==> src/design/cpdm_pkg.sv <==
package cpdm_pkg;

	// Channel and counter geometry
	localparam int NUM_CHANNELS = 8;
	localparam int CH_W = 3;
	localparam int COUNTER_BITS = 16;

	// Duty scale: hundredths of a percent
	localparam int DUTY_W = 14;
	localparam int DUTY_FULL = 10000;

	// Scaled numerator width and divider step counter width
	localparam int PROD_W = COUNTER_BITS + DUTY_W;
	localparam int STEP_W = $clog2(DUTY_W + 1);

	// Sequencer states
	typedef enum logic [3:0] {
		S_IDLE,
		S_RD_CAP,
		S_WR_CH,
		S_WR_PART,
		S_RD_O,
		S_CHECK,
		S_DIV_GO,
		S_DIV_WAIT,
		S_FIN
	} state_t;

	// Divider request and response
	typedef struct packed {
		logic                    start;
		logic [PROD_W-1:0]       num;
		logic [COUNTER_BITS-1:0] den;
	} div_req_t;

	typedef struct packed {
		logic              done;
		logic [DUTY_W-1:0] quot;
	} div_rsp_t;

endpackage

==> src/design/cpdm_div.sv <==
module cpdm_div (
	input  logic               clk,
	input  logic               arst_n,
	input  cpdm_pkg::div_req_t req,
	output cpdm_pkg::div_rsp_t rsp
);
	import cpdm_pkg::*;

	logic [COUNTER_BITS-1:0] rem_q;
	logic [COUNTER_BITS-1:0] den_q;
	logic [DUTY_W-1:0]       nq_q;
	logic [STEP_W-1:0]       cnt_q;
	logic                    busy_q;
	logic                    done_q;

	logic [COUNTER_BITS:0]   shifted;
	logic [COUNTER_BITS:0]   trial;
	logic                    ge;

	// One restoring step: shift in next numerator bit, subtract if it fits.
	// Quotient is known to fit DUTY_W bits, so the top numerator bits seed the remainder.
	always_comb begin
		shifted = {rem_q, nq_q[DUTY_W-1]};
		ge      = shifted >= {1'b0, den_q};
		trial   = shifted - {1'b0, den_q};
	end

	// Control
	always_ff @(posedge clk or negedge arst_n) begin
		if (!arst_n) begin
			busy_q <= 1'b0;
			done_q <= 1'b0;
			cnt_q  <= '0;
		end else begin
			done_q <= 1'b0;
			if (req.start) begin
				busy_q <= 1'b1;
				cnt_q  <= '0;
			end else if (busy_q) begin
				cnt_q <= cnt_q + 1'b1;
				if (cnt_q == STEP_W'(DUTY_W - 1)) begin
					busy_q <= 1'b0;
					done_q <= 1'b1;
				end
			end
		end
	end

	// Datapath: remainder and numerator/quotient shift register
	always_ff @(posedge clk) begin
		if (req.start) begin
			rem_q <= req.num[PROD_W-1:DUTY_W];
			nq_q  <= req.num[DUTY_W-1:0];
			den_q <= req.den;
		end else if (busy_q) begin
			rem_q <= ge ? trial[COUNTER_BITS-1:0] : shifted[COUNTER_BITS-1:0];
			nq_q  <= {nq_q[DUTY_W-2:0], ge};
		end
	end

	assign rsp.done = done_q;
	assign rsp.quot = nq_q;

endmodule

==> src/design/capture_period_duty_meter.sv <==
// Capture period and duty meter.
// Each word passes the sequencer states (read capture, write channel, write partner, read
// other interval, check, divider start and wait, finish) around 14 steps of the shared radix-2
// divider, skipped when the duty is invalid; in_ready only in idle, so words do not overlap.
// Reset (arst_n low): link mode cleared, all stored captures and intervals read as zero.
module capture_period_duty_meter (
	input  logic                                 clk,
	input  logic                                 arst_n,
	input  logic                                 cfg_we,
	input  logic [7:0]                           cfg_wdata,
	input  logic                                 in_valid,
	output logic                                 in_ready,
	input  logic [cpdm_pkg::CH_W-1:0]            channel,
	input  logic [cpdm_pkg::COUNTER_BITS-1:0]    capture_value,
	output logic                                 out_valid,
	input  logic                                 out_ready,
	output logic [cpdm_pkg::CH_W-1:0]            out_channel,
	output logic [cpdm_pkg::COUNTER_BITS-1:0]    interval,
	output logic [cpdm_pkg::DUTY_W-1:0]          duty_hundredths,
	output logic                                 duty_valid
);
	import cpdm_pkg::*;

	state_t state_q, state_d;

	logic [7:0]              link_q;
	logic [CH_W-1:0]         ch_q;
	logic [COUNTER_BITS-1:0] cap_q;

	// Per-channel stores with valid bits
	logic [COUNTER_BITS-1:0] cap_mem [NUM_CHANNELS];
	logic [COUNTER_BITS-1:0] iv_mem  [NUM_CHANNELS];
	logic [NUM_CHANNELS-1:0] cap_vld_q;
	logic [NUM_CHANNELS-1:0] iv_vld_q;

	logic [COUNTER_BITS-1:0] cap_rd_q;
	logic                    cap_rd_vld_q;
	logic [COUNTER_BITS-1:0] iv_rd_q;
	logic                    iv_rd_vld_q;

	logic [COUNTER_BITS-1:0] iv_q;
	logic [COUNTER_BITS-1:0] ie_q;
	logic [PROD_W-1:0]       prod_q;
	logic [COUNTER_BITS-1:0] den_q;
	logic [DUTY_W-1:0]       duty_q;
	logic                    dvalid_q;

	logic                    out_valid_q;
	logic [CH_W-1:0]         out_ch_q;
	logic [COUNTER_BITS-1:0] out_iv_q;
	logic [DUTY_W-1:0]       out_duty_q;
	logic                    out_dv_q;

	// Sequencer outputs
	logic                    cap_we;
	logic [CH_W-1:0]         cap_waddr;
	logic                    iv_we;
	logic [CH_W-1:0]         iv_raddr;
	logic                    out_load;

	// Derived values
	logic                    ch_ok, part_ok, pair_ok;
	logic [CH_W-1:0]         part_ch, e_ch, o_ch;
	logic [COUNTER_BITS-1:0] new_iv, io, mul_a, den_sel;
	logic                    mode_a, duty_ok;
	logic [PROD_W-1:0]       prod;

	div_req_t div_req;
	div_rsp_t div_rsp;

	cpdm_div u_div (
		.clk    (clk),
		.arst_n (arst_n),
		.req    (div_req),
		.rsp    (div_rsp)
	);

	// Channel and pair decode
	always_comb begin
		part_ch = ch_q ^ CH_W'(1);
		e_ch    = {ch_q[CH_W-1:1], 1'b0};
		o_ch    = {ch_q[CH_W-1:1], 1'b1};
		ch_ok   = int'(ch_q) < NUM_CHANNELS;
		part_ok = int'(part_ch) < NUM_CHANNELS;
		pair_ok = int'(o_ch) < NUM_CHANNELS;
	end

	// Interval and duty arithmetic
	always_comb begin
		new_iv  = cap_q - (cap_rd_vld_q ? cap_rd_q : '0);
		io      = iv_rd_vld_q ? iv_rd_q : '0;
		mode_a  = link_q[e_ch] && !link_q[o_ch];
		duty_ok = pair_ok && (ie_q != '0) && (io != '0) &&
			(mode_a ? (io <= ie_q) : (ie_q <= io));
		mul_a   = mode_a ? io : io - ie_q;
		den_sel = mode_a ? ie_q : io;
		prod    = PROD_W'(mul_a) * PROD_W'(DUTY_FULL);
	end

	// Next state and sequencer outputs
	always_comb begin
		state_d     = state_q;
		in_ready    = 1'b0;
		cap_we      = 1'b0;
		cap_waddr   = ch_q;
		iv_we       = 1'b0;
		iv_raddr    = o_ch;
		out_load    = 1'b0;
		div_req     = '0;
		div_req.num = prod_q;
		div_req.den = den_q;
		case (state_q)
			S_IDLE: begin
				in_ready = 1'b1;
				if (in_valid) state_d = S_RD_CAP;
			end
			S_RD_CAP: begin
				state_d = ch_ok ? S_WR_CH : S_FIN;
			end
			S_WR_CH: begin
				cap_we  = 1'b1;
				iv_we   = 1'b1;
				state_d = S_WR_PART;
			end
			S_WR_PART: begin
				cap_we    = link_q[ch_q] && part_ok;
				cap_waddr = part_ch;
				iv_raddr  = e_ch;
				state_d   = S_RD_O;
			end
			S_RD_O: begin
				state_d = S_CHECK;
			end
			S_CHECK: begin
				state_d = duty_ok ? S_DIV_GO : S_FIN;
			end
			S_DIV_GO: begin
				div_req.start = 1'b1;
				state_d       = S_DIV_WAIT;
			end
			S_DIV_WAIT: begin
				if (div_rsp.done) state_d = S_FIN;
			end
			S_FIN: begin
				if (!out_valid_q || out_ready) begin
					out_load = 1'b1;
					state_d  = S_IDLE;
				end
			end
			default: state_d = S_IDLE;
		endcase
	end

	// State, link register and valid bits
	always_ff @(posedge clk or negedge arst_n) begin
		if (!arst_n) begin
			state_q   <= S_IDLE;
			link_q    <= '0;
			cap_vld_q <= '0;
			iv_vld_q  <= '0;
		end else begin
			state_q <= state_d;
			if (cfg_we) link_q <= cfg_wdata;
			if (cap_we) cap_vld_q[cap_waddr] <= 1'b1;
			if (iv_we) iv_vld_q[ch_q] <= 1'b1;
		end
	end

	// Stores: one write and one registered read each per cycle
	always_ff @(posedge clk) begin
		if (cap_we) cap_mem[cap_waddr] <= cap_q;
		cap_rd_q     <= cap_mem[ch_q];
		cap_rd_vld_q <= cap_vld_q[ch_q];
	end

	always_ff @(posedge clk) begin
		if (iv_we) iv_mem[ch_q] <= new_iv;
		iv_rd_q     <= iv_mem[iv_raddr];
		iv_rd_vld_q <= iv_vld_q[iv_raddr];
	end

	// Working registers
	always_ff @(posedge clk) begin
		case (state_q)
			S_IDLE: begin
				ch_q  <= channel;
				cap_q <= capture_value;
			end
			S_RD_CAP: begin
				iv_q     <= '0;
				duty_q   <= '0;
				dvalid_q <= 1'b0;
			end
			S_WR_CH: begin
				iv_q <= new_iv;
			end
			S_RD_O: begin
				ie_q <= iv_rd_vld_q ? iv_rd_q : '0;
			end
			S_CHECK: begin
				prod_q   <= prod;
				den_q    <= den_sel;
				duty_q   <= '0;
				dvalid_q <= duty_ok;
			end
			S_DIV_WAIT: begin
				if (div_rsp.done) duty_q <= div_rsp.quot;
			end
			default: begin
			end
		endcase
	end

	// Output register
	always_ff @(posedge clk or negedge arst_n) begin
		if (!arst_n) begin
			out_valid_q <= 1'b0;
		end else if (out_load) begin
			out_valid_q <= 1'b1;
		end else if (out_ready) begin
			out_valid_q <= 1'b0;
		end
	end

	always_ff @(posedge clk) begin
		if (out_load) begin
			out_ch_q   <= ch_q;
			out_iv_q   <= iv_q;
			out_duty_q <= duty_q;
			out_dv_q   <= dvalid_q;
		end
	end

	assign out_valid       = out_valid_q;
	assign out_channel     = out_ch_q;
	assign interval        = out_iv_q;
	assign duty_hundredths = out_duty_q;
	assign duty_valid      = out_dv_q;

	// Checks
	a_duty_range: assert property (@(posedge clk) disable iff (!arst_n)
		out_valid && duty_valid |-> duty_hundredths <= DUTY_W'(DUTY_FULL))
		else $error("duty above full scale");

	a_invalid_zero: assert property (@(posedge clk) disable iff (!arst_n)
		out_valid && !duty_valid |-> duty_hundredths == '0)
		else $error("invalid duty not zero");

	a_busy_after_accept: assert property (@(posedge clk) disable iff (!arst_n)
		in_valid && in_ready |=> !in_ready)
		else $error("ready right after accept");

	a_div_done_wait: assert property (@(posedge clk) disable iff (!arst_n)
		div_rsp.done |-> state_q == S_DIV_WAIT)
		else $error("divider done outside wait");

endmodule
==> config.mk <==
export PLATFORM = sky130hd
export DESIGN_NAME = capture_period_duty_meter
export DESIGN_NICKNAME = d
export VERILOG_FILES = /design/src/design/cpdm_pkg.sv /design/src/design/cpdm_div.sv /design/src/design/capture_period_duty_meter.sv
export SDC_FILE = /design/constraint.sdc
export NUM_CORES = 1
export LEC_CHECK = 0
export ABC_AREA = 1
export ABC_CLOCK_PERIOD_IN_PS = 15900
export CAP_MARGIN = 20
export CORE_MARGIN = 2
export CORE_UTILIZATION = 62
export CTS_CLUSTER_SIZE = 25
export DETAILED_ROUTE_END_ITERATION = 10
export DONT_BUFFER_PORTS = 1
export GPL_TIMING_DRIVEN = 0
export PLACE_DENSITY = 0.84
export SLEW_MARGIN = 20
export SYNTH_ARGS = -nofsm -noshare
export SYNTH_HDL_FRONTEND = slang
export SYNTH_SLANG_ARGS = --single-unit
==> constraint.sdc <==
create_clock -name clk -period 15.9 [get_ports clk]
set_input_delay 0 -clock clk [delete_from_list [all_inputs] [get_ports clk]]
set_output_delay 0 -clock clk [all_outputs]
set_load 0.005 [all_outputs]
==> reports/qor.yml, run 1 <==
drt:
  dr.first_iter.drc_count: 2102
  finalWirelength_um: 62210
  dr_total_vias: 17130
  wl_per_cell_um: 22.22
  detail_route.first_pass.iterations: 8
  antenna_left: 0
  vias_per_cell: 6.117
  drcViolationCount: 0
floorplan:
  ios: 68
  die_w_um: 201.1
  core_area_um2: 38470
  die-area_um2: 40420
  initial_utilization: 0.6259
  rows: 72
  die_y_um: 201.1
timing:
  drv_slew: 0
  max_freq_ghz: 0.1384
  tightest_slew_ps: 1069
  max_slew_margin: 0.2849
  setup_viol_count_final: 0
  min_period_ps: 7226
  skew_ps: 41.29
  setup-tns-final_ps: 0
  hold_violations: 0
  rsz0062_at_grt: "false"
  fin_crit_sh: 0.4544
grt:
  grt_max_degree: 36
  grt_pass1_wl_um: 95080
  antenna_found_initial: 0
  grt.total_usage: 0.3086
  grt_pass1_vias: 17020
  grt_overflow: 0
clock_tree:
  cts_root_buf: "clkbuf_16"
  clk_path_buf_depth: 3
  clock_latency_ps: 600
  cts_sinks: 513
  htreeDepth: 2
  cts_made_buffers: 49
  cts_tree: "done"
  clk_pin_slew_ps: 70
placement:
  place.gp.congestion: 0.9544
  placed_cells: 2666
  numPortBuffers: 0
  dp.final_hpwl_um: 41820
logic_synthesis:
  synth_cell_types: 55
  synth-seq-area-share: 0.6184
  synth_nets: 2315
  async_flop_share: 0.06823
  synth_top_area_frac: 0.5538
  yosysWarningCount: 0
  synth_edf_count: 444
  synth_area_um2: 24080
  synth.area.top_cells: "edfxtp_1, ha_1, nand2_1"
  syn-instance-count: 2127
  synth_top_flop_cell: "edfxtp_1"
  yosys.area.top_type: "edfxtp_1"
  ys_ff_latch: 513
  avgSynthCellArea_um2: 11.32
finish:
  nets: 2431
  reg_top3: "cap_mem x128, iv_mem x128, prod_q x26"
  diodes: 0
  fillers: 2456
  final_cells: 2800
  area_growth_pct: 12.51
  drive_above_1_share: 0.09202
worst_setup_path:
  slowest_stage: "a31oi_1"
  max_stage_delay_ps: 710
  reg2reg_depth: 30
  end_kind: "flip-flop"
  path_class: "flip-flop to flip-flop"
  cp_common_cell: "inv_1"
  arrival_ps: 7630
  crit_required_ps: 16300
  crit_fanout: 10
  critPathLaunchType: "flip-flop"
job:
  cap_violations: 0
run_status:
  status: "finished, final reports clean"
hold_path:
  hold_class: "primary input to flip-flop"
  min_delay_path_depth: 1
synth_stat cells (2+ instances only):
cell / number
a21boi_0: 4
a221oi_1: 18
clkinv_1: 2
o22ai_1: 2
nand2_2: 18
dfrtp_1: 35
xor2_1: 26
buf_6: 3
buf_4: 6
buf_1: 5
edfxtp_1: 444
a211oi_1: 2
o21ai_0: 141
a22o_1: 8
o2111ai_1: 18
fa_1: 36
nand3_2: 4
nand3b_1: 20
inv_1: 247
nor4_1: 8
o31ai_1: 4
dfxtp_1: 34
xnor2_1: 19
inv_2: 19
a21oi_1: 68
nand4_1: 28
o21ai_2: 2
clkbuf_1: 26
ha_1: 120
mux2_2: 5
a21o_1: 8
nand3_1: 67
buf_2: 15
o21bai_1: 8
nand2_1: 353
or2_2: 9
nor2_2: 6
nor3_1: 12
a22oi_1: 20
nor2_1: 224
a31oi_1: 2
o21ai_1: 18
path summary, 6_finish.rpt:
| kind | startpoint | end | slack, ps |
|---|---|---|---|
| min reg2reg | duty_q[10] | duty_hundredths[10] | 410 |
| min in group asynchronous | arst_n | cap_vld_q[4] | 500 |
| max reg2reg | iv_rd_vld_q | prod_q[23] | 8670 |
| max | iv_rd_vld_q | prod_q[23] | 8670 |
| min | capture_value[8] | cap_q[8] | 30 |
| max in group asynchronous | arst_n | link_q[1] | 15200 |
layer usage:
metal / global-route usage / routed length, µm / up-vias
met5: 0 / 0 / -
met4: 0.1270 / 2503 / 0
met3: 0.05390 / 6827 / 213
met2: 0.5080 / 29550 / 1164
met1: 0.4101 / 23330 / 8176
li1: - / - / 7574
metrics by stage:
step                area, µm²  utilization  worst slack, ps  hold WS (ps)
floorplan               24080            -             9931        -295.6
detailed placement      25060       0.6514             8908        -294.6
CTS                     27090       0.7042             8857         20.53
finish                  27090       0.7042             8674         32.62
global placement        24720       0.6427             9004        -294.5
global route            27090       0.7042             8364         40.17
repair_timing:
action	4_1_cts	5_1_grt
resized for setup	0	0
hold endpoints to repair	65	0
hold buffers	44	0
endpoints found under the setup margin	0	0
buffers inserted	0	0
final cells by class:
| type | instances | area, µm² | area share |
|---|---|---|---|
| Buffer | 56 | 291.5 | 0.01076 |
| Inverter | 268 | 1006 | 0.03714 |
| Multi-Input combinational cell | 1290 | 7971 | 0.2943 |
| Sequential cell | 513 | 14890 | 0.5497 |
| Clock buffer | 70 | 1386 | 0.05118 |
| Tap cell | 518 | 648.1 | 0.02393 |
| Clock inverter | 20 | 183.9 | 0.006790 |
| Timing Repair Buffer | 65 | 710.7 | 0.02624 |
kinds of logic (layout without fill, tap and decap cells):
logic type / after synthesis / after routing / share of synthesized area
fa+ha+maj: 156 / 156 / 0.09230
mux: 5 / 5 / 0.002338
xor+xnor: 45 / 45 / 0.01637
compound gates: 328 / 328 / 0.08128
simple gates: 756 / 756 / 0.1354
buf+inv: 324 / 479 / 0.05384
flops: 513 / 513 / 0.6184
layout by cell type, fill, tap and decap left out, drive strengths merged, types with 19 or more instances in the layout:
cell type / instances
edfxtp: 444
nand2: 373
inv: 267
nor2: 230
o21ai: 161
ha: 120
clkbuf: 96
nand3: 71
a21oi: 69
buf: 53
dlygate4sd3: 42
fa: 36
dfrtp: 35
dfxtp: 34
nand4: 28
xor2: 26
a22oi: 21
nand3b: 20
xnor2: 19
worst max-delay path, delay by kind of cell (launching register included):
kind	cells	cell delay [ps]
AOI/OAI and AO/OA	8	2340
DFF	1	310
adders and majority gates	7	2830
buffers and inverters	9	790
and+or+nand+nor	5	500
xor gates and xnor gates	1	240
Power of run 1 is not shown: default switching activity piles up to over one toggle a cycle in this logic, so the estimate is an artifact.
==> run 2: changes to the inputs <==
- ABC_AREA: 1 -> 0
- ABC_CLOCK_PERIOD_IN_PS: 15900 -> 7150
- clock period: 15.9 -> 7.15 ns (I/O delays scaled with it)
==> reports/qor.yml, run 2 <==
grt:
  grt_overflow: 0  # unchanged
  busiest_layer: "met2"
  use_met3: 0.05345  # -0.0004462
  grt_pass1_vias: 16580  # -2.6%
  use_met2: 0.5236  # +0.01561
  grt.total_usage: 0.3072  # -0.001424
  antenna_found_initial: 2  # +2
  grt_pass1_wl_um: 94400  # -0.71%
  grt_max_degree: 36  # unchanged
  grtUsageMet1: 0.3753  # -0.03486
finish:
  nets: 2260  # -7.0%
  drive_above_1_share: 0.1031  # +0.01110
  layout_commonest_cell: "edfxtp_1"
  reg_top3: "cap_mem x128, iv_mem x128, prod_q x26"
  layout_common_cells: "edfxtp_1, nand2_1, inv_1, ha_1, a21oi_1"
  fillers: 2521  # +2.6%
  area_growth_pct: 13.31
logic_synthesis:
  yosys.area.top_type: "edfxtp_1"
  ys_ff_latch: 513  # unchanged
  async_flop_share: 0.06823  # unchanged
  yosysWarningCount: 0  # unchanged
  synthTopCellsByCount: "edfxtp_1, nand2_1, inv_1, ha_1, a21oi_1"
  synth_top_flop_cell: "edfxtp_1"
  synth_area_um2: 24190  # +0.48%
  avgSynthCellArea_um2: 12.44  # +9.9%
  synth_nets: 2133  # -7.9%
  yosysMostFrequentCell: "edfxtp_1"
  synth_edf_count: 444  # unchanged
  syn-instance-count: 1945  # -8.6%
  synth_top_area_frac: 0.5511  # -0.002664
  synth.area.top_cells: "edfxtp_1, ha_1, nand2_1"
  synth_cell_types: 79  # +44%
  synth-seq-area-share: 0.6155  # -0.002975
drt:
  detail_route.first_pass.iterations: 5  # -3
  dr_total_vias: 16400  # -4.3%
  drcViolationCount: 0  # unchanged
  wl_per_cell_um: 23.66  # +6.5%
  antenna_left: 0  # unchanged
  vias_per_cell: 6.227  # +1.8%
  finalWirelength_um: 62290  # +0.12%
  dr.first_iter.drc_count: 2103  # +0.048%
timing:
  max_freq_ghz: 0.1441  # +4.1%
  tightest_slew_ps: 1115  # +46.31 ps
  min_period_ps: 6939  # -287.2 ps
  hold_violations: 0  # unchanged
  fin_crit_sh: 0.9704  # +0.5160
  drv_slew: 0  # unchanged
  setup_viol_count_final: 0  # unchanged
  skew_ps: 33.97  # -7.322 ps
  max_slew_margin: 0.2488  # -0.03610
  fin_ws_ps: 211.5  # -8463 ps
worst_setup_path:
  path_class: "flip-flop to flip-flop"
  critPathLaunchType: "flip-flop"
  crit_required_ps: 7460  # -8840 ps
  arrival_ps: 7250  # -380 ps
  end_kind: "flip-flop"
  crit_fanout: 10  # unchanged
floorplan:
  initial_utilization: 0.6274  # +0.001556
  rows: 72  # unchanged
  die_y_um: 201.5  # +0.24%
  die_w_um: 201.5  # +0.24%
  die-area_um2: 40610  # +0.47%
  ios: 68  # unchanged
  core_area_um2: 38560  # +0.23%
clock_tree:
  clk_pin_slew_ps: 60  # about the same
  cts_root_buf: "clkbuf_16"
  clock_latency_ps: 610  # about the same
  htreeDepth: 2  # unchanged
  cts_made_buffers: 50  # +2.0%
  clk_path_buf_depth: 3  # unchanged
  cts_sinks: 513  # unchanged
  cts_tree: "done"
run_status:
  status: "finished, final reports clean"
placement:
  post-place-ws_ps: -456.9  # -9365 ps
  dp.final_hpwl_um: 42080  # +0.62%
  numPortBuffers: 0  # unchanged
  place.gp.congestion: 0.9419  # -1.3%
job:
  cap_violations: 0  # unchanged
hold_path:
  hold_class: "primary input to flip-flop"
[run 2: metal layers]
layer	wire length, µm	vias up
met5	13	-
met4	3453	2
met3	5782	221
met2	30880	985
met1	22160	7886
li1	-	7303
[run 2: what timing repair did]
action | in CTS | in global routing
pin swaps | 0 | 5
hold endpoints to repair | 65 | 0
hold buffers | 41 | 0
setup buffers | 3 | 4
resized for setup | 3 | 16
setup endpoints to repair | 8 | 8
[run 2: cells by family after synthesis]
logic type,synth area share
mux,0.02767
buf+inv,0.03636
fa+ha+maj,0.09232
compound gates,0.09139
flops,0.6155
xor+xnor,0.01774
simple gates,0.1191
[run 2: per-stage QoR]
stage / util / hold slack [ps] / TNS [ps] / instance area (µm²) / std cells
final: 0.7109 / 21.54 / 0 / 27410 / 2633
after global routing: 0.7109 / 17.64 / -9.918 / 27410 / 2632
after CTS: 0.7089 / 9.528 / 0 / 27330 / 2628
after detailed placement: 0.6546 / -290.4 / -2142 / 25240 / 2491
after global placement: 0.6442 / -290.9 / -1463 / 24840 / 2463
after floorplan: - / -295.6 / 0 / 24190 / 1945
[run 2: worst paths after layout]
check / cells after the start / end / from / slack [ps]
setup / recovery: 23 / prod_q[26] / ch_q[1] / 210
hold / removal: 1 / cap_q[0] / capture_value[0] / 20
setup reg to reg: 23 / prod_q[26] / ch_q[1] / 210
hold reg to reg: 0 / interval[2] / iv_q[2] / 410
max in group asynchronous: 4 / u_div.busy_q / arst_n / 6350
min in group asynchronous: 4 / iv_vld_q[7] / arst_n / 590
[run 2: final cells by class]
| class | count | area [µm²] | share of cell area |
|---|---|---|---|
| diodes | 1 | 2.502 | 0.00009129 |
| plain buffers | 78 | 319.1 | 0.01164 |
| clock buffers | 76 | 1429 | 0.05213 |
| clock inverters | 18 | 198.9 | 0.007258 |
| inverters | 149 | 559.3 | 0.02040 |
| multi-input cells | 1204 | 8582 | 0.3131 |
| flip-flops and latches | 513 | 14890 | 0.5432 |
| well taps | 518 | 648.1 | 0.02364 |
| repair buffers | 76 | 783.3 | 0.02857 |
[run 2: worst max-delay path: stages, from the launching register on]
cell	delay (ps)
edfxtp_1	330
buf_4	180
buf_4	160
mux4_2	600
nand2b_1	120
clkbuf_1	450
buf_2	320
buf_1	410
nand2_1	90
o21ai_0	430
fa_1	580
ha_1	210
ha_1	280
inv_1	50
fa_1	490
inv_1	40
ha_1	360
nand3_1	110
o22ai_1	300
o211ai_1	190
a211o_1	350
a31oi_4	260
mux2i_1	220
nand3_1	110
Power of run 2 is left out for the same reason.
